`src/hdl/nthb_pkg.sv`:
```
// ----------------------------------------------------------------------------
// nthb_pkg
// Shared constants, codes, payload structs and state types of the n-gram
// token hash bucketer.
// ----------------------------------------------------------------------------
package nthb_pkg;

    localparam int NGRAM_LIMIT = 3;
    localparam int MAX_HEADS   = 8;
    localparam int MAX_LAYERS  = 4;
    localparam int MAX_LANES   = 8;
    localparam int VOCAB_DEPTH = 131072;

    localparam int CTX_DEPTH    = NGRAM_LIMIT - 1;
    localparam int MULT_DEPTH   = MAX_LAYERS * NGRAM_LIMIT;
    localparam int BUCKET_DEPTH = MAX_LAYERS * (NGRAM_LIMIT - 1) * MAX_HEADS;

    // fixed field widths
    localparam int OP_W       = 3;
    localparam int LANE_IN_W  = 3;
    localparam int RAW_W      = 32;
    localparam int TOK_W      = 17;
    localparam int CTX_W      = TOK_W + 1;
    localparam int IDX_W      = 17;
    localparam int VAL_W      = 63;
    localparam int HASH_W     = 64;
    localparam int LAYER_OUT_W = 2;
    localparam int COL_W      = 4;
    localparam int STATUS_W   = 2;

    // config register widths
    localparam int CFG_IDX_W   = 3;
    localparam int CFG_DATA_W  = 18;
    localparam int NGRAM_CFG_W = 2;
    localparam int HEADS_CFG_W = 4;
    localparam int LAYER_CFG_W = 3;
    localparam int VSZ_W       = 18;

    // derived widths
    localparam int LANE_W    = (MAX_LANES > 1) ? $clog2(MAX_LANES) : 1;
    localparam int NG_W      = $clog2(NGRAM_LIMIT + 1);
    localparam int HEADS_W   = $clog2(MAX_HEADS + 1);
    localparam int LAYERS_W  = $clog2(MAX_LAYERS + 1);
    localparam int POS_W     = $clog2(NGRAM_LIMIT);
    localparam int HEAD_W    = (MAX_HEADS > 1) ? $clog2(MAX_HEADS) : 1;
    localparam int LAYER_W   = (MAX_LAYERS > 1) ? $clog2(MAX_LAYERS) : 1;
    localparam int MULT_AW   = $clog2(MULT_DEPTH);
    localparam int BUCKET_AW = (BUCKET_DEPTH > 1) ? $clog2(BUCKET_DEPTH) : 1;
    localparam int VOCAB_AW  = $clog2(VOCAB_DEPTH);
    localparam int MUL_CNT_W = $clog2(TOK_W);
    localparam int DIV_CNT_W = $clog2(HASH_W + 1);

    localparam logic [CTX_W-1:0] DEAD_MARK = CTX_W'(1) << TOK_W;

    // op codes
    localparam logic [OP_W-1:0] OP_TOKEN   = 3'd0;
    localparam logic [OP_W-1:0] OP_MULT    = 3'd1;
    localparam logic [OP_W-1:0] OP_PRIME   = 3'd2;
    localparam logic [OP_W-1:0] OP_OFFSET  = 3'd3;
    localparam logic [OP_W-1:0] OP_MAP     = 3'd4;
    localparam logic [OP_W-1:0] OP_ROWS    = 3'd5;
    localparam logic [OP_W-1:0] OP_RSVD_LO = 3'd6;
    localparam logic [OP_W-1:0] OP_RSVD_HI = 3'd7;

    // status codes
    localparam logic [STATUS_W-1:0] STATUS_OK    = 2'd0;
    localparam logic [STATUS_W-1:0] STATUS_OOV   = 2'd1;
    localparam logic [STATUS_W-1:0] STATUS_RANGE = 2'd2;

    // config register indexes
    localparam logic [CFG_IDX_W-1:0] CFG_NGRAM  = 3'd0;
    localparam logic [CFG_IDX_W-1:0] CFG_HEADS  = 3'd1;
    localparam logic [CFG_IDX_W-1:0] CFG_LAYERS = 3'd2;
    localparam logic [CFG_IDX_W-1:0] CFG_PAD    = 3'd3;
    localparam logic [CFG_IDX_W-1:0] CFG_VOCAB  = 3'd4;

    typedef struct packed {
        logic [OP_W-1:0]      op;
        logic [LANE_IN_W-1:0] lane;
        logic [RAW_W-1:0]     raw_token;
        logic                 participates;
        logic                 restart;
        logic [IDX_W-1:0]     table_index;
        logic [VAL_W-1:0]     table_value;
    } in_item_t;

    typedef struct packed {
        logic [LAYER_OUT_W-1:0] layer_index;
        logic [COL_W-1:0]       column_index;
        logic [VAL_W-1:0]       row_index;
        logic [STATUS_W-1:0]    status;
        logic                   last;
    } out_item_t;

    typedef struct packed {
        logic              done;
        logic [HASH_W-1:0] product;
    } mul_rsp_t;

    typedef struct packed {
        logic             done;
        logic [VAL_W-1:0] remainder;
    } mod_rsp_t;

    typedef enum logic [3:0] {
        ST_IDLE,
        ST_MAP,
        ST_MRD,
        ST_MST,
        ST_MWAIT,
        ST_BRD,
        ST_DST,
        ST_DWAIT,
        ST_EMIT
    } seq_state_t;

    typedef enum logic [1:0] {
        MOD_IDLE,
        MOD_RUN,
        MOD_FIX,
        MOD_DONE
    } mod_state_t;

endpackage

```
`src/hdl/nthb_mul.sv`:
```
// ----------------------------------------------------------------------------
// nthb_mul
// Bit-serial multiplier: one token bit per cycle, product wraps at 64 bits.
// ----------------------------------------------------------------------------
module nthb_mul (
    input  logic                          clk,
    input  logic                          rst_n,
    input  logic                          start,
    input  logic [nthb_pkg::TOK_W-1:0]    token,
    input  logic [nthb_pkg::HASH_W-1:0]   mcand,
    output nthb_pkg::mul_rsp_t            rsp
);

    logic                             busy_reg;
    logic                             done_reg;
    logic [nthb_pkg::MUL_CNT_W-1:0]   cnt_reg;
    logic [nthb_pkg::TOK_W-1:0]       tok_reg;
    logic [nthb_pkg::HASH_W-1:0]      mc_reg;
    logic [nthb_pkg::HASH_W-1:0]      acc_reg;

    always_ff @(posedge clk or negedge rst_n)
    begin
        if (!rst_n)
        begin
            busy_reg <= 1'b0;
            done_reg <= 1'b0;
            cnt_reg  <= '0;
        end
        else
        begin
            done_reg <= 1'b0;
            if (start)
            begin
                busy_reg <= 1'b1;
                cnt_reg  <= '0;
            end
            else if (busy_reg)
            begin
                cnt_reg <= cnt_reg + 1'b1;
                if (cnt_reg == nthb_pkg::MUL_CNT_W'(nthb_pkg::TOK_W - 1))
                begin
                    busy_reg <= 1'b0;
                    done_reg <= 1'b1;
                end
            end
        end
    end

    always_ff @(posedge clk)
    begin
        if (start)
        begin
            tok_reg <= token;
            mc_reg  <= mcand;
            acc_reg <= '0;
        end
        else if (busy_reg)
        begin
            if (tok_reg[0])
            begin
                acc_reg <= acc_reg + mc_reg;
            end
            tok_reg <= tok_reg >> 1;
            mc_reg  <= mc_reg << 1;
        end
    end

    assign rsp.done    = done_reg;
    assign rsp.product = acc_reg;

endmodule

```
`config.mk`:
```
export PLATFORM = sky130hd
export DESIGN_NAME = nthb_mul
export DESIGN_NICKNAME = d
export VERILOG_FILES = /design/src/hdl/nthb_pkg.sv /design/src/hdl/nthb_mul.sv
export SDC_FILE = /design/constraint.sdc
export NUM_CORES = 1
export LEC_CHECK = 0
export BUFFER_PORTS_ARGS = -buffer_cell sky130_fd_sc_hd__buf_2
export CORE_UTILIZATION = 30
export CTS_BUF_LIST = sky130_fd_sc_hd__clkbuf_16
export DETAILED_ROUTE_END_ITERATION = 10
export HOLD_SLACK_MARGIN = 0.06
export PLACE_DENSITY = 0.57
export SYNTH_ARGS = -nofsm -noshare
export SYNTH_HDL_FRONTEND = slang
export SYNTH_SLANG_ARGS = --single-unit
```
`constraint.sdc`:
```
create_clock -name clk -period 2.7 [get_ports clk]
set_input_delay 0.135 -clock clk [delete_from_list [all_inputs] [get_ports clk]]
set_output_delay 0.135 -clock clk [all_outputs]
set_load 0.05 [all_outputs]
```
==> results.json <==
{
  "ys_seq_area_frac": 0.400,
  "synth_cells": 1022,
  "clockRootBuffer": "clkbuf_16",
  "p_per_area_nw_per_um2": 824,
  "drc_errors": 0,
  "worst_slack_ps": -192,
  "critical_path_class": "flip-flop to flip-flop",
  "synthArstFlopShare": 0.0461,
  "antenna_cells": 0,
  "period_share": 1.07,
  "synth_top_family_by_area": "compound AO/OA/AOI/OAI gates",
  "antenna_found_initial": 0,
  "holdPathEnd": "acc_reg[45]",
  "critical-path-top-delay-family": "compound AO/OA/AOI/OAI gates",
  "synth_top_area_frac": 0.250,
  "netlist_area_um2": 9730,
  "cp_slowest_cell": "edfxtp_1",
  "max_stage_delay_ps": 430,
  "cap_violations": 0,
  "cts_tree": "built",
  "yosys_warnings": 0,
  "crit_top_cell": "a41o_4",
  "cts_sinks": 152,
  "crit_required_ps": 3020,
  "path_clk_slew_ps": 70,
  "track_usage": 0.185,
  "vias": 9396,
  "cts_max_level": 4,
  "grt_pass1_vias": 9347,
  "dp_hpwl_um": 21800,
  "clock_latency_ps": 450,
  "synth_top_area_cell": "edfxtp_1",
  "finalSetupViolCount": 24,
  "grt_max_degree": 88,
  "rows": 65,
  "max_freq_mhz": 346,
  "drt_iter0_drc": 525,
  "synth-xor-area-share": 0.0432,
  "wl_per_cell_um": 16.2,
  "hold_path_class": "flip-flop to flip-flop",
  "min_path_cells": 2,
  "hold_viol": 0,
  "slew_viol_final": 0,
  "synth_top_cells_by_area": "edfxtp_1, dfxtp_1, mux2_2",
  "regToRegEndpoint": "acc_reg[54]",
  "synth_compound_area_frac": 0.199,
  "synthFlopType": "edfxtp_1",
  "synth_area_per_cell_um2": 9.52,
  "synth_edf_count": 81,
  "fin_area_um2": 15100,
  "ys_types": 80,
  "outcome": "finished with violations",
  "grt_first_pass_wirelength_um": 48500,
  "coreArea_um2": 31700,
  "hold_start": "acc_reg[45]",
  "fillers": 2971,
  "synth-simple-area-share": 0.148,
  "leakage_uw": 0.00669,
  "ys_ff_latch": 152,
  "initial_core_util": 0.307,
  "firstDrtPassIters": 5,
  "drive_gt1_frac": 0.459,
  "cp_data_arrival_time_ps": 3220,
  "synthMuxAreaShare": 0.0945,
  "die-area_um2": 33200,
  "cp_cell_sequence": "ha_4 > fa_2 > a211oi_2 > nor2_2 > o22ai_2 > a31oi_4 > a41o_4 > a41o_4 > a21oi_4 > o221a_4 > or4_1 > o311ai_1",
  "placedInstanceArea_um2": 12600,
  "worstPathBufferInverterCount": 0,
  "io-pin-count": 149,
  "die_w_um": 182,
  "path_max_fanout": 4,
  "fin_nets": 1617,
  "skew_ps": 10.1,
  "via_per_inst": 4.99,
  "die_h_um": 182,
  "slew_headroom": 0.620,
  "r2r_setup_slack_ps": -190,
  "r2r_cells": 12,
  "cts-buffers-inserted": 17,
  "critPathCaptureType": "flip-flop",
  "violations": "setup timing",
  "routed_wl_um": 30600,
  "timing.rr.start": "mc_reg[0]",
  "total_power_uw": 12400,
  "ant_nets": 0,
  "clock_path_buffers": 2,
  "grt.overflow.total": 0,
  "synthAdderAreaFrac": 0.0856,
  "start_kind": "flip-flop",
  "syn_nets": 1172,
  "area_delta_synth_final_pct": 54.7,
  "post-place-ws_ps": -306,
  "ir_drop_v": 0.000486,
  "port_buffers": 148,
  "gp_congestion": 0.869,
  "tightestPinTransition_ps": 570,
  "rsz0062_at_grt": "yes",
  "min_period_ps": 2890
}
report_power, final:
part	internal (µW)	leakage (µW)	switching (µW)
combinational	2990	0.00489	3620
sequential	2860	0.00149	304
clock	1550	0.000305	1080
cell type report:
| type | instances | area, µm² | area share |
|---|---|---|---|
| multi-input combinational | 794 | 6390 | 0.424 |
| sequential | 152 | 3940 | 0.262 |
| timing repair buffer | 481 | 3520 | 0.234 |
| tap | 402 | 503 | 0.0334 |
| clock buffer | 17 | 425 | 0.0283 |
| clock inverter | 15 | 200 | 0.0133 |
| inverter | 21 | 78.8 | 0.00524 |
layout by cell type, fill, tap and decap left out, types with 6 or more instances in the layout:
cell type      Yosys  routed
nand4_1           15      15
a211oi_1          12      10
nor3_1            19      12
xor2_1            14      13
a31oi_1           11       9
ha_1              65      40
nand3_1           29      25
a21oi_2            2      24
dfxtp_2            0      31
o21ai_0           29      15
clkbuf_16          0      17
ha_4               0      23
dfrtp_1            7       7
o21ai_1            2      11
and3_1            11      10
dlygate4sd3_1      0      84
dfxtp_1           64      29
edfxtp_1          81      81
nand3b_1           6       6
inv_1             20      20
a21o_1            35      35
o21bai_1          19      15
nand2_1          146     142
nor2_1            41      37
buf_2              2     147
a21oi_1          118      95
mux2_2            79      79
xnor2_1           34      30
buf_6              0       8
buf_4              1     239
how the worst max path moves through the flow:
stage,from,to,slack [ps],depth (start not counted)
after floorplan,mc_reg[0],acc_reg[54],-70,11
after global placement,mc_reg[10],acc_reg[42],-230,12
after detailed placement,mc_reg[0],acc_reg[54],-310,11
after CTS,mc_reg[0],acc_reg[52],-220,12
after global routing,mc_reg[22],acc_reg[56],-380,12
final,mc_reg[0],acc_reg[54],-190,12
per-layer routing:
metal | GRT usage | up-vias | wire (µm)
met3 | 0.0321 | 45 | 1010
met1 | 0.246 | 4483 | 14600
met5 | 0 | - | 0
met2 | 0.299 | 183 | 14100
li1 | - | 4685 | -
met4 | 0.0726 | 0 | 818
metrics by stage:
step / TNS, ps / std cells / utilization / hold slack [ps]
4_1_cts: -3390 / 1872 / 0.461 / 476
3_5_place_dp: -7030 / 1743 / 0.399 / -23.1
2_1_floorplan: -174 / 1022 / - / -161
5_1_grt: -7190 / 1882 / 0.475 / 502
3_3_place_gp: -5260 / 1743 / 0.399 / -22.0
6_report: -2840 / 1882 / 0.475 / 474
cells by family after synthesis:
logic type / Yosys count
buffers and inverters: 76
AOI/OAI and AO/OA: 290
muxes: 82
xor gates and xnor gates: 48
and+or+nand+nor: 308
adders and majority gates: 66
DFF: 152
repair_timing:
item | in CTS | in global routing
pin swaps | 45 | 44
setup endpoints to repair | 42 | 45
gates cloned | 0 | 0
gates resized for setup | 68 | 76
hold buffers | 84 | 0
hold endpoints to repair | 96 | 0
buffers inserted | 13 | 10
worst register-to-register path: stages, from the launching register on:
cell      delay, ps
edfxtp_1        430
ha_4            190
fa_2            370
a211oi_2        220
nor2_2           70
o22ai_2         190
a31oi_4         130
a41o_4          260
a41o_4          270
a21oi_4         210
o221a_4         250
or4_1           110
o311ai_1         90
cells in the mapped netlist (all sizes together) (29+ instances only):
cell type  instances
a21o              36
a21oi            120
clkbuf            42
dfxtp             64
edfxtp            81
ha                65
mux2              79
nand2            146
nand3             29
nor2              42
o21ai             31
xnor2             34
No activity file was read; power rests on OpenSTA's default activity.
