<file path="config.mk">
export PLATFORM = sky130hd
export DESIGN_NAME = nthb_mod
export DESIGN_NICKNAME = d
export VERILOG_FILES = /design/src/hdl/nthb_pkg.sv /design/src/hdl/nthb_mod.sv
export SDC_FILE = /design/constraint.sdc
export NUM_CORES = 1
export LEC_CHECK = 0
export BUFFER_PORTS_ARGS = -buffer_cell sky130_fd_sc_hd__buf_2
export CORE_UTILIZATION = 50
export CTS_CLUSTER_SIZE = 40
export DETAILED_ROUTE_END_ITERATION = 16
export HOLD_SLACK_MARGIN = 0.1
export MAX_ROUTING_LAYER = met4
export PLACE_DENSITY = 0.7
export SLEW_MARGIN = 30
export SYNTH_ARGS = -nofsm -noshare
export SYNTH_HDL_FRONTEND = slang
export SYNTH_SLANG_ARGS = --single-unit
</file>
<file path="constraint.sdc">
create_clock -name clk -period 10.2 [get_ports clk]
set_input_delay 2.55 -clock clk [delete_from_list [all_inputs] [get_ports clk]]
set_output_delay 2.55 -clock clk [all_outputs]
set_load 0.01 [all_outputs]
</file>
<file path="src/hdl/nthb_pkg.sv">
// ----------------------------------------------------------------------------
// nthb_pkg
// Shared constants, codes, payload structs and state types of the n-gram
// token hash bucketer.
// ----------------------------------------------------------------------------
package nthb_pkg;

    localparam int NGRAM_LIMIT = 3;
    localparam int MAX_HEADS   = 8;
    localparam int MAX_LAYERS  = 4;
    localparam int MAX_LANES   = 8;
    localparam int VOCAB_DEPTH = 131072;

    localparam int CTX_DEPTH    = NGRAM_LIMIT - 1;
    localparam int MULT_DEPTH   = MAX_LAYERS * NGRAM_LIMIT;
    localparam int BUCKET_DEPTH = MAX_LAYERS * (NGRAM_LIMIT - 1) * MAX_HEADS;

    // fixed field widths
    localparam int OP_W       = 3;
    localparam int LANE_IN_W  = 3;
    localparam int RAW_W      = 32;
    localparam int TOK_W      = 17;
    localparam int CTX_W      = TOK_W + 1;
    localparam int IDX_W      = 17;
    localparam int VAL_W      = 63;
    localparam int HASH_W     = 64;
    localparam int LAYER_OUT_W = 2;
    localparam int COL_W      = 4;
    localparam int STATUS_W   = 2;

    // config register widths
    localparam int CFG_IDX_W   = 3;
    localparam int CFG_DATA_W  = 18;
    localparam int NGRAM_CFG_W = 2;
    localparam int HEADS_CFG_W = 4;
    localparam int LAYER_CFG_W = 3;
    localparam int VSZ_W       = 18;

    // derived widths
    localparam int LANE_W    = (MAX_LANES > 1) ? $clog2(MAX_LANES) : 1;
    localparam int NG_W      = $clog2(NGRAM_LIMIT + 1);
    localparam int HEADS_W   = $clog2(MAX_HEADS + 1);
    localparam int LAYERS_W  = $clog2(MAX_LAYERS + 1);
    localparam int POS_W     = $clog2(NGRAM_LIMIT);
    localparam int HEAD_W    = (MAX_HEADS > 1) ? $clog2(MAX_HEADS) : 1;
    localparam int LAYER_W   = (MAX_LAYERS > 1) ? $clog2(MAX_LAYERS) : 1;
    localparam int MULT_AW   = $clog2(MULT_DEPTH);
    localparam int BUCKET_AW = (BUCKET_DEPTH > 1) ? $clog2(BUCKET_DEPTH) : 1;
    localparam int VOCAB_AW  = $clog2(VOCAB_DEPTH);
    localparam int MUL_CNT_W = $clog2(TOK_W);
    localparam int DIV_CNT_W = $clog2(HASH_W + 1);

    localparam logic [CTX_W-1:0] DEAD_MARK = CTX_W'(1) << TOK_W;

    // op codes
    localparam logic [OP_W-1:0] OP_TOKEN   = 3'd0;
    localparam logic [OP_W-1:0] OP_MULT    = 3'd1;
    localparam logic [OP_W-1:0] OP_PRIME   = 3'd2;
    localparam logic [OP_W-1:0] OP_OFFSET  = 3'd3;
    localparam logic [OP_W-1:0] OP_MAP     = 3'd4;
    localparam logic [OP_W-1:0] OP_ROWS    = 3'd5;
    localparam logic [OP_W-1:0] OP_RSVD_LO = 3'd6;
    localparam logic [OP_W-1:0] OP_RSVD_HI = 3'd7;

    // status codes
    localparam logic [STATUS_W-1:0] STATUS_OK    = 2'd0;
    localparam logic [STATUS_W-1:0] STATUS_OOV   = 2'd1;
    localparam logic [STATUS_W-1:0] STATUS_RANGE = 2'd2;

    // config register indexes
    localparam logic [CFG_IDX_W-1:0] CFG_NGRAM  = 3'd0;
    localparam logic [CFG_IDX_W-1:0] CFG_HEADS  = 3'd1;
    localparam logic [CFG_IDX_W-1:0] CFG_LAYERS = 3'd2;
    localparam logic [CFG_IDX_W-1:0] CFG_PAD    = 3'd3;
    localparam logic [CFG_IDX_W-1:0] CFG_VOCAB  = 3'd4;

    typedef struct packed {
        logic [OP_W-1:0]      op;
        logic [LANE_IN_W-1:0] lane;
        logic [RAW_W-1:0]     raw_token;
        logic                 participates;
        logic                 restart;
        logic [IDX_W-1:0]     table_index;
        logic [VAL_W-1:0]     table_value;
    } in_item_t;

    typedef struct packed {
        logic [LAYER_OUT_W-1:0] layer_index;
        logic [COL_W-1:0]       column_index;
        logic [VAL_W-1:0]       row_index;
        logic [STATUS_W-1:0]    status;
        logic                   last;
    } out_item_t;

    typedef struct packed {
        logic              done;
        logic [HASH_W-1:0] product;
    } mul_rsp_t;

    typedef struct packed {
        logic             done;
        logic [VAL_W-1:0] remainder;
    } mod_rsp_t;

    typedef enum logic [3:0] {
        ST_IDLE,
        ST_MAP,
        ST_MRD,
        ST_MST,
        ST_MWAIT,
        ST_BRD,
        ST_DST,
        ST_DWAIT,
        ST_EMIT
    } seq_state_t;

    typedef enum logic [1:0] {
        MOD_IDLE,
        MOD_RUN,
        MOD_FIX,
        MOD_DONE
    } mod_state_t;

endpackage

</file>
<file path="src/hdl/nthb_mod.sv">
// ----------------------------------------------------------------------------
// nthb_mod
// Serial signed remainder: restoring division, one dividend bit per cycle,
// result folded to the non-negative remainder.
// ----------------------------------------------------------------------------
module nthb_mod (
    input  logic                          clk,
    input  logic                          rst_n,
    input  logic                          start,
    input  logic [nthb_pkg::HASH_W-1:0]   dividend,
    input  logic [nthb_pkg::VAL_W-1:0]    divisor,
    output nthb_pkg::mod_rsp_t            rsp
);

    nthb_pkg::mod_state_t             state_reg;
    nthb_pkg::mod_state_t             state_next;
    logic [nthb_pkg::DIV_CNT_W-1:0]   cnt_reg;
    logic                             neg_reg;
    logic [nthb_pkg::HASH_W-1:0]      m_reg;
    logic [nthb_pkg::VAL_W-1:0]       p_reg;
    logic [nthb_pkg::VAL_W-1:0]       r_reg;
    logic [nthb_pkg::HASH_W-1:0]      trial;
    logic [nthb_pkg::HASH_W-1:0]      diff;

    assign trial = {r_reg, m_reg[nthb_pkg::HASH_W-1]};
    assign diff  = trial - nthb_pkg::HASH_W'(p_reg);

    always_comb
    begin
        state_next = state_reg;
        case (state_reg)
            nthb_pkg::MOD_IDLE:
            begin
                if (start)
                begin
                    state_next = nthb_pkg::MOD_RUN;
                end
            end
            nthb_pkg::MOD_RUN:
            begin
                if (cnt_reg == nthb_pkg::DIV_CNT_W'(nthb_pkg::HASH_W - 1))
                begin
                    state_next = nthb_pkg::MOD_FIX;
                end
            end
            nthb_pkg::MOD_FIX:  state_next = nthb_pkg::MOD_DONE;
            nthb_pkg::MOD_DONE: state_next = nthb_pkg::MOD_IDLE;
            default:            state_next = nthb_pkg::MOD_IDLE;
        endcase
    end

    always_comb
    begin
        rsp.done      = (state_reg == nthb_pkg::MOD_DONE);
        rsp.remainder = r_reg;
    end

    always_ff @(posedge clk or negedge rst_n)
    begin
        if (!rst_n)
        begin
            state_reg <= nthb_pkg::MOD_IDLE;
            cnt_reg   <= '0;
        end
        else
        begin
            state_reg <= state_next;
            if (state_reg == nthb_pkg::MOD_RUN)
            begin
                cnt_reg <= cnt_reg + 1'b1;
            end
            else
            begin
                cnt_reg <= '0;
            end
        end
    end

    always_ff @(posedge clk)
    begin
        case (state_reg)
            nthb_pkg::MOD_IDLE:
            begin
                if (start)
                begin
                    neg_reg <= dividend[nthb_pkg::HASH_W-1];
                    m_reg   <= dividend[nthb_pkg::HASH_W-1] ? (~dividend + 1'b1) : dividend;
                    p_reg   <= divisor;
                    r_reg   <= '0;
                end
            end
            nthb_pkg::MOD_RUN:
            begin
                m_reg <= m_reg << 1;
                if (trial >= nthb_pkg::HASH_W'(p_reg))
                begin
                    r_reg <= diff[nthb_pkg::VAL_W-1:0];
                end
                else
                begin
                    r_reg <= trial[nthb_pkg::VAL_W-1:0];
                end
            end
            nthb_pkg::MOD_FIX:
            begin
                // zero divisor gives zero; negative input folds to p - r
                if (p_reg == '0)
                begin
                    r_reg <= '0;
                end
                else if (neg_reg && (r_reg != '0))
                begin
                    r_reg <= p_reg - r_reg;
                end
            end
            default:
            begin
            end
        endcase
    end

    a_start_idle: assert property (@(posedge clk) disable iff (!rst_n)
        start |-> (state_reg == nthb_pkg::MOD_IDLE))
        else $error("remainder unit started while busy");

    a_rem_below_p: assert property (@(posedge clk) disable iff (!rst_n)
        rsp.done |-> ((p_reg == '0) || (r_reg < p_reg)))
        else $error("remainder not below divisor");

    a_done_pulse: assert property (@(posedge clk) disable iff (!rst_n)
        rsp.done |=> !rsp.done)
        else $error("remainder done held");

endmodule
</file>
==> impl_metrics.yaml, run 1 <==
setup_path:
  worstSetupPathType: "in2reg"
  cp-end-kind: "flip-flop"
  crit_arrival_ns: 6.32
  rrSetupSlack_ns: 5.05
  start_kind: "input port"
  crit_fanout: 6
  cp.required_ns: 10.39
global_route:
  grt_remaining_overflow: 0
  grt_max_degree: 124
  grt_pass1_wl_um: 83900
  grt_pass1_vias: 15400
  gr-usage-all-layers_pct: 31.0
  antenna_found_initial: 2
layout:
  area.growth.synth_to_final_pct: 11.2
  drive_gt1_share_pct: 12.6
  largest_reg_flops: 64
  fill_cells: 3110
  final_cell_mix: "215 x nand2_1, 198 x o21ai_0, 192 x buf_2"
  final-instance-count-excl-fill: 2648
  nets: 2448
  final_common_cell: "nand2_1"
floorplanning:
  die_height_um: 189
  coreArea_um2: 33900
  die_w_um: 189
  num_rows: 67
  dieArea_um2: 35600
  initial_core_util_pct: 51.4
  ioPinCount: 194
synth:
  synth_edf_count: 191
  yosysUniqueCellTypes: 73
  syn_area_per_cell_um2: 8.47
  synthFlopType: "edfxtp_1"
  async_reset_ff_share_pct: 4.50
  ys_seq_area_share_pct: 34.2
  postSynthCellCount: 2054
  yosysWarnings: 0
  yosys_register_bits: 200
  synth_nets: 2317
  syn_area_um2: 17400
cts:
  hold_buffers: 0
  htree_levels: 4
  cts_buffers: 17
  post_cts_resized: 0
  insertion_delay_ns: 0.47
  root_buffer: "clkbuf_16"
  post_cts_buffers: 0
  clk_path_buf_depth: 2
  cts_tree: "done"
  clkTransAtPathRegs_ns: 0.08
  clock_sink_count: 200
placed_design:
  place_congestion: 1.06
  dp_cells: 2613
  port_buffers: 193
  dp_hpwl_um: 40800
timing:
  fin_setup_tns_ns: 0
  max_freq_mhz: 163
  finalSetupViolations: 0
  post-route-min-period_ns: 6.14
  final_max_slew_viol_count: 0
  relSlewSlack_pct: 35.0
  fin_skew_ns: 0.0155
  hold_viol: 0
  worst_pin_slew_ns: 0.976
  rsz0062_at_grt: "no"
  period_share_pct: 60.1
routing:
  initialDrtViolationCount: 1509
  vias: 16200
  drt-vias-per-instance: 6.13
  wl_um: 53700
  drc: 0
  post_drt_wl_per_cell_um: 20.3
  antenna_left: 0
  firstDrtPassIters: 6
status:
  status: "complete, no violations"
power:
  power_density_nw_per_um2: 86.0
  peakVddDrop_mv: 0.121
  p_leak_nw: 8.22
run:
  cap_violations: 0
worst_hold_path:
  min_path_type: "reg2reg"
==> power by group <==
group	switching, mW	internal [mW]
Combinational	0.0361	0.0336
Sequential	0.0000415	0.889
Clock	0.356	0.351
Total	0.392	1.27
==> worst max-delay path, stage by stage <==
cell and delay (ns):
buf_2 0.12, nor4_1 0.55, nand4_1 0.37, or4b_4 0.64, nand2b_4 0.16, or3_4 0.38
or3_4 0.38, or2_4 0.26, or3_4 0.41, o31ai_2 0.22, xor2_1 0.19, o21ai_0 0.09
==> routing by layer <==
metal,track usage (%),part of all wire (%)
met1,40.1,43
met2,48.1,45
met3,6.56,8.7
met5,-,0
met4,10.4,3.0
==> stage by stage <==
step	utilization (%)	total power [mW]	area (um^2)	setup slack, ns	hold slack (ns)
global route	57.2	1.71	19400	3.85	0.504
detailed placement	55.3	0.978	18700	3.58	0.447
CTS	57.0	1.67	19300	4.08	0.461
finish	57.2	1.66	19400	4.06	0.458
floorplan	-	0.937	17400	2.41	0.424
global placement	55.3	0.975	18700	3.72	0.444
==> cell families after synthesis <==
kind of cell	after synthesis	synth area share, %
AND/OR/NAND/NOR	607	17.1
buffers and inverters	263	5.67
flip-flops	200	34.2
adder cells (fa/ha/maj)	133	9.65
AO/OA/AOI/OAI	661	23.7
multiplexers	13	0.769
XOR/XNOR	177	8.91
==> area by class of cell <==
class	instances	area, um^2	share of cell area, %
multi-input cells	1591	10500	54.3
flip-flops and latches	200	5960	30.8
repair buffers	209	1110	5.75
inverters	166	623	3.22
well taps	448	561	2.90
clock buffers	19	433	2.24
clock inverters	13	153	0.788
diodes	2	5.00	0.0259
==> synth_stat cells (all sizes together) (30+ instances only) <==
library cell	instances	share of area (%)
ha	131	9.4
o21bai	30	1.3
nor2	119	2.6
inv	165	3.6
xor2	95	4.8
edfxtp	191	33
o21ai	201	5.8
xnor2	82	4.1
nor4	41	1.5
nand4	48	1.7
nand3	38	1.1
clkbuf	91	2.0
nand2	216	4.7
a21o	46	2.0
a21oi	172	4.9
==> path summary, 6_finish.rpt <==
kind / start / to / cells past startpoint
min in group asynchronous: rst_n / cnt_reg[0] / 1
worst min-delay path: cnt_reg[0] / cnt_reg[0] / 1
max in group asynchronous: rst_n / cnt_reg[1] / 1
worst max-delay path: dividend[8] / m_reg[62] / 12
worst max register to register: r_reg[9] / r_reg[49] / 15
worst min register to register: cnt_reg[0] / cnt_reg[0] / 1
No activity file was read; power rests on OpenSTA's default activity.
==> run 2, diff against run 1 <==
- PLACE_DENSITY: 0.7 -> 0.72
- clock period: 10.2 -> 5 ns (I/O delays scaled with it)
==> impl_metrics.yaml, run 2 (same netlist as run 1, synthesis figures left out) <==
status:
  status: "complete, no violations"
layout:
  nets: 2471
  largest_reg_flops: 64
  final_area_um2: 19500
  final_cell_mix: "216 x nand2_1, 198 x o21ai_0, 192 x buf_2"
  drive_gt1_share_pct: 13.5
  final_common_cell: "nand2_1"
  area.growth.synth_to_final_pct: 12.2
  final_core_util_pct: 57.7
placed_design:
  place_area_um2: 18900
  port_buffers: 193
  place_congestion: 0.993
  dp_hpwl_um: 43200
setup_path:
  worstSetupPathType: "in2reg"
  cpMostUsedCell: "or3_4"
  r2r-end: "r_reg[41]"
  crit_fanout: 6
  slowest_delay_ns: 0.59
  endpoint: "m_reg[60]"
  path_buf_inv: 2
  reg2reg_depth: 17
  cp-end-kind: "flip-flop"
  reg2reg_from: "r_reg[8]"
  crit_arrival_ns: 4.82
  crit_path_start: "dividend[0]"
  rrSetupSlack_ns: 0.51
  cp.required_ns: 5.19
  crit_family: "simple AND/OR/NAND/NOR gates"
  start_kind: "input port"
  cp_num_cells: 14
  cp_cell_sequence: "buf_2, inv_1, ha_1, nor4b_1, nand4_1, or4b_4, nand2b_4, or3_4, or3_4, or2_4, or3_4, o41ai_4, xor2_1, o21ai_1"
  critical-path-slowest-cell: "or4b_4"
power:
  p_leak_nw: 8.33
  peakVddDrop_mv: 0.254
  power_density_nw_per_um2: 175
  design_power_total_mw: 3.42
timing:
  max_freq_mhz: 216
  period_share_pct: 92.4
  fin_skew_ns: 0.0212
  post-route-min-period_ns: 4.62
  final_max_slew_viol_count: 0
  worst_pin_slew_ns: 0.962
  relSlewSlack_pct: 35.8
  rsz0062_at_grt: "no"
  finalSetupViolations: 0
  hold_viol: 0
global_route:
  antenna_found_initial: 1
  grt_pass1_vias: 15800
  grt_remaining_overflow: 0
  gr-usage-all-layers_pct: 32.9
  grt_max_degree: 104
  grt_pass1_wl_um: 87900
run:
  cap_violations: 0
floorplanning:
  die_w_um: 189
  coreArea_um2: 33900
  die_height_um: 189
  dieArea_um2: 35600
  ioPinCount: 194
  initial_core_util_pct: 51.4
  num_rows: 67
cts:
  cts_buffers: 17
  cts_tree: "done"
  clk_path_buf_depth: 2
  post_cts_resized: 0
  clkTransAtPathRegs_ns: 0.08
  post_cts_buffers: 0
  clock_sink_count: 200
  insertion_delay_ns: 0.47
  root_buffer: "clkbuf_16"
  htree_levels: 4
  hold_buffers: 0
routing:
  antenna_left: 0
  drc: 0
  vias: 16500
  post_drt_wl_per_cell_um: 21.3
  firstDrtPassIters: 7
  initialDrtViolationCount: 1661
  drt-vias-per-instance: 6.19
  wl_um: 56900
worst_hold_path:
  min_path_type: "reg2reg"
-- run 2: how the worst min path moves through the flow --
| stage | from | end | slack, ns | cells past startpoint |
|---|---|---|---|---|
| after floorplan | cnt_reg[0] | cnt_reg[0] | 0.42 | 1 |
| after CTS | cnt_reg[0] | cnt_reg[0] | 0.46 | 1 |
| after detailed placement | cnt_reg[0] | cnt_reg[0] | 0.44 | 1 |
| final | cnt_reg[0] | cnt_reg[0] | 0.46 | 1 |
| after global routing | cnt_reg[0] | cnt_reg[0] | 0.49 | 1 |
| after global placement | cnt_reg[0] | cnt_reg[0] | 0.44 | 1 |
-- run 2: final cells by class --
| cell class | count | area (um^2) |
|---|---|---|
| Sequential cell | 200 | 5960 |
| Multi-Input combinational cell | 1591 | 10500 |
| Timing Repair Buffer | 232 | 1290 |
| Fill cell | 3116 | 14300 |
| Clock inverter | 14 | 155 |
| Tap cell | 448 | 561 |
| Clock buffer | 18 | 429 |
| Inverter | 166 | 623 |
| Antenna cell | 2 | 5.00 |
-- run 2: where the power goes --
part           switching, mW  internal [mW]
Clock                  0.745          0.713
Sequential         0.0000834           1.81
Combinational         0.0767         0.0697
Total                  0.822           2.60
-- run 2: worst register-to-register path, delay by kind of cell, from the launching register on --
kind / cells / cell delay [ns]
AO/OA/AOI/OAI: 8 / 1.90
buffers and inverters: 5 / 0.87
flip-flops: 1 / 0.47
AND/OR/NAND/NOR: 2 / 0.45
adder cells (fa/ha/maj): 1 / 0.40
XOR/XNOR: 1 / 0.14
-- run 2: metrics by stage --
step | setup TNS, ns | hold WS (ns) | std cells | setup WS (ns)
2_1_floorplan | 0 | 0.424 | 2054 | 0.178
3_3_place_gp | 0 | 0.437 | 2637 | 0.0224
3_5_place_dp | -0.131 | 0.444 | 2637 | -0.0651
4_1_cts | 0 | 0.456 | 2669 | 0.410
5_1_grt | 0 | 0.492 | 2670 | 0.119
6_report | 0 | 0.455 | 2671 | 0.379
-- run 2: layer usage --
layer | global-route usage, % | part of all wire [%]
met5 | - | 0
met4 | 11.1 | 3.1
met3 | 4.79 | 7.9
met2 | 51.1 | 46
met1 | 43.7 | 43
==> run 3, diff against run 2 <==
- CELL_PAD_IN_SITES_DETAIL_PLACEMENT: unset -> 1
- CELL_PAD_IN_SITES_GLOBAL_PLACEMENT: unset -> 1
- CORE_UTILIZATION: 50 -> 41
- PLACE_DENSITY: 0.72 -> unset
- PLACE_DENSITY_LB_ADDON: unset -> 0.1
- SLEW_MARGIN: 30 -> unset
==> impl_metrics.yaml, run 3 (same netlist as run 1, synthesis figures left out) <==
cts:
  post_cts_buffers: 0
  clock_sink_count: 200
  clk_path_buf_depth: 2
  post_cts_resized: 0
  htree_levels: 4
  root_buffer: "clkbuf_16"
  cts_tree: "done"
  cts_buffers: 17
  insertion_delay_ns: 0.51
  clkTransAtPathRegs_ns: 0.09
  hold_buffers: 0
routing:
  firstDrtPassIters: 7
  top_layer: "met4"
  wl_met3_um: 3140
  antenna_left: 0
  drt-vias-per-instance: 5.97
  met1_length_um: 28800
  drc: 0
  vias: 16700
  wl_um: 63100
  wl_met2_um: 29700
  post_drt_wl_per_cell_um: 22.6
  initialDrtViolationCount: 1050
timing:
  relSlewSlack_pct: 23.6
  worst_pin_slew_ns: 1.15
  rsz0062_at_grt: "no"
  max_freq_mhz: 211
  finalSetupViolations: 0
  final_max_slew_viol_count: 0
  fin_skew_ns: 0.0123
  period_share_pct: 94.9
  hold_viol: 0
  post-route-min-period_ns: 4.74
  setup_slack_ns: 0.255
global_route:
  grt_max_degree: 124
  grt_pass1_vias: 17100
  antenna_found_initial: 8
  grt_pass1_wl_um: 98200
  grt_remaining_overflow: 0
  gr-usage-all-layers_pct: 30.3
power:
  peakVddDrop_mv: 0.191
  p_seq_share_pct: 52.8
  swShare_pct: 24.9
  combPwrFrac_pct: 4.3
  internal_power_mw: 2.58
  p_leak_nw: 8.46
  power_density_nw_per_um2: 173
  p_switching_uw: 856
  pwr-share-clk_pct: 42.9
  design_power_total_mw: 3.44
layout:
  area.growth.synth_to_final_pct: 14.1
  final_cell_mix: "216 x nand2_1, 198 x o21ai_0, 193 x buf_2"
  largest_reg_flops: 64
  final_core_util_pct: 47.3
  fill_cells: 5065
  final_common_cell: "nand2_1"
  drive_gt1_share_pct: 14.4
  final_area_um2: 19900
  nets: 2494
setup_path:
  reg2reg_depth: 17
  start_kind: "flip-flop"
  cp.required_ns: 5.24
  crit_arrival_ns: 4.98
  cp-end-kind: "flip-flop"
  crit_fanout: 5
  worstSetupPathType: "reg2reg"
placed_design:
  port_buffers: 193
  place_congestion: 0.974
  dp_hpwl_um: 49000
  place_area_um2: 19200
  dp_slack_ns: -0.136
floorplanning:
  die_height_um: 208
  ioPinCount: 194
  coreArea_um2: 41900
  initial_core_util_pct: 41.5
  die_w_um: 208
  num_rows: 75
  dieArea_um2: 43300
status:
  status: "complete, no violations"
worst_hold_path:
  min_path_type: "reg2reg"
  whs_path_depth: 1
run:
  cap_violations: 0
[run 3: worst max-delay path, cell delays in order, from the launching register on]
cell and delay, ns:
edfxtp_1 0.49, inv_1 0.09, ha_1 0.29, nor2b_1 0.14, o31a_1 0.28, a21oi_1 0.29
a2111oi_0 0.21, buf_4 0.18, o311ai_0 0.67, a2111oi_0 0.24, buf_4 0.20, o31ai_1 0.29
buf_4 0.22, o21ai_0 0.11, buf_4 0.17, a221oi_1 0.31, xor2_1 0.18, o22ai_1 0.10
[run 3: path summary, 6_finish.rpt]
kind / start / end / slack [ns]
max: r_reg[1] / r_reg[49] / 0.26
min: cnt_reg[0] / cnt_reg[0] / 0.47
max reg2reg: r_reg[1] / r_reg[49] / 0.26
min reg2reg: cnt_reg[0] / cnt_reg[0] / 0.47
max in group asynchronous: rst_n / state_reg[0] / 4.24
min in group asynchronous: rst_n / cnt_reg[1] / 0.58
[run 3: power groups by stage]
stage               Combinational [mW]  Clock, mW  Sequential (mW)
floorplan                       0.0605          0             1.85
global placement                 0.143          0             1.85
detailed placement               0.150          0             1.85
CTS                              0.151       1.51             1.81
global route                     0.165       1.55             1.81
finish                           0.149       1.48             1.81
[run 3: cell type report]
| class | count | area (um^2) | share of cell area, % |
|---|---|---|---|
| Sequential cell | 200 | 5960 | 30.0 |
| Tap cell | 539 | 674 | 3.40 |
| Timing Repair Buffer | 255 | 1470 | 7.40 |
| Multi-Input combinational cell | 1591 | 10500 | 52.9 |
| Clock inverter | 14 | 151 | 0.762 |
| Inverter | 166 | 623 | 3.14 |
| Clock buffer | 18 | 450 | 2.27 |
| Antenna cell | 8 | 20.0 | 0.101 |
[run 3: layer usage]
layer  vias up  global-route usage, %
li1       7892                      -
met4         0                   10.1
met5         -                      -
met3        71                   4.66
met1      8279                   39.1
met2       418                   48.6
[run 3: stage by stage]
step	hold slack (ns)	cells	TNS (ns)
3_5_place_dp	0.460	2751	-0.354
2_1_floorplan	0.424	2054	0
6_report	0.474	2791	0
3_3_place_gp	0.440	2751	-0.0384
4_1_cts	0.475	2783	0
5_1_grt	0.510	2791	0
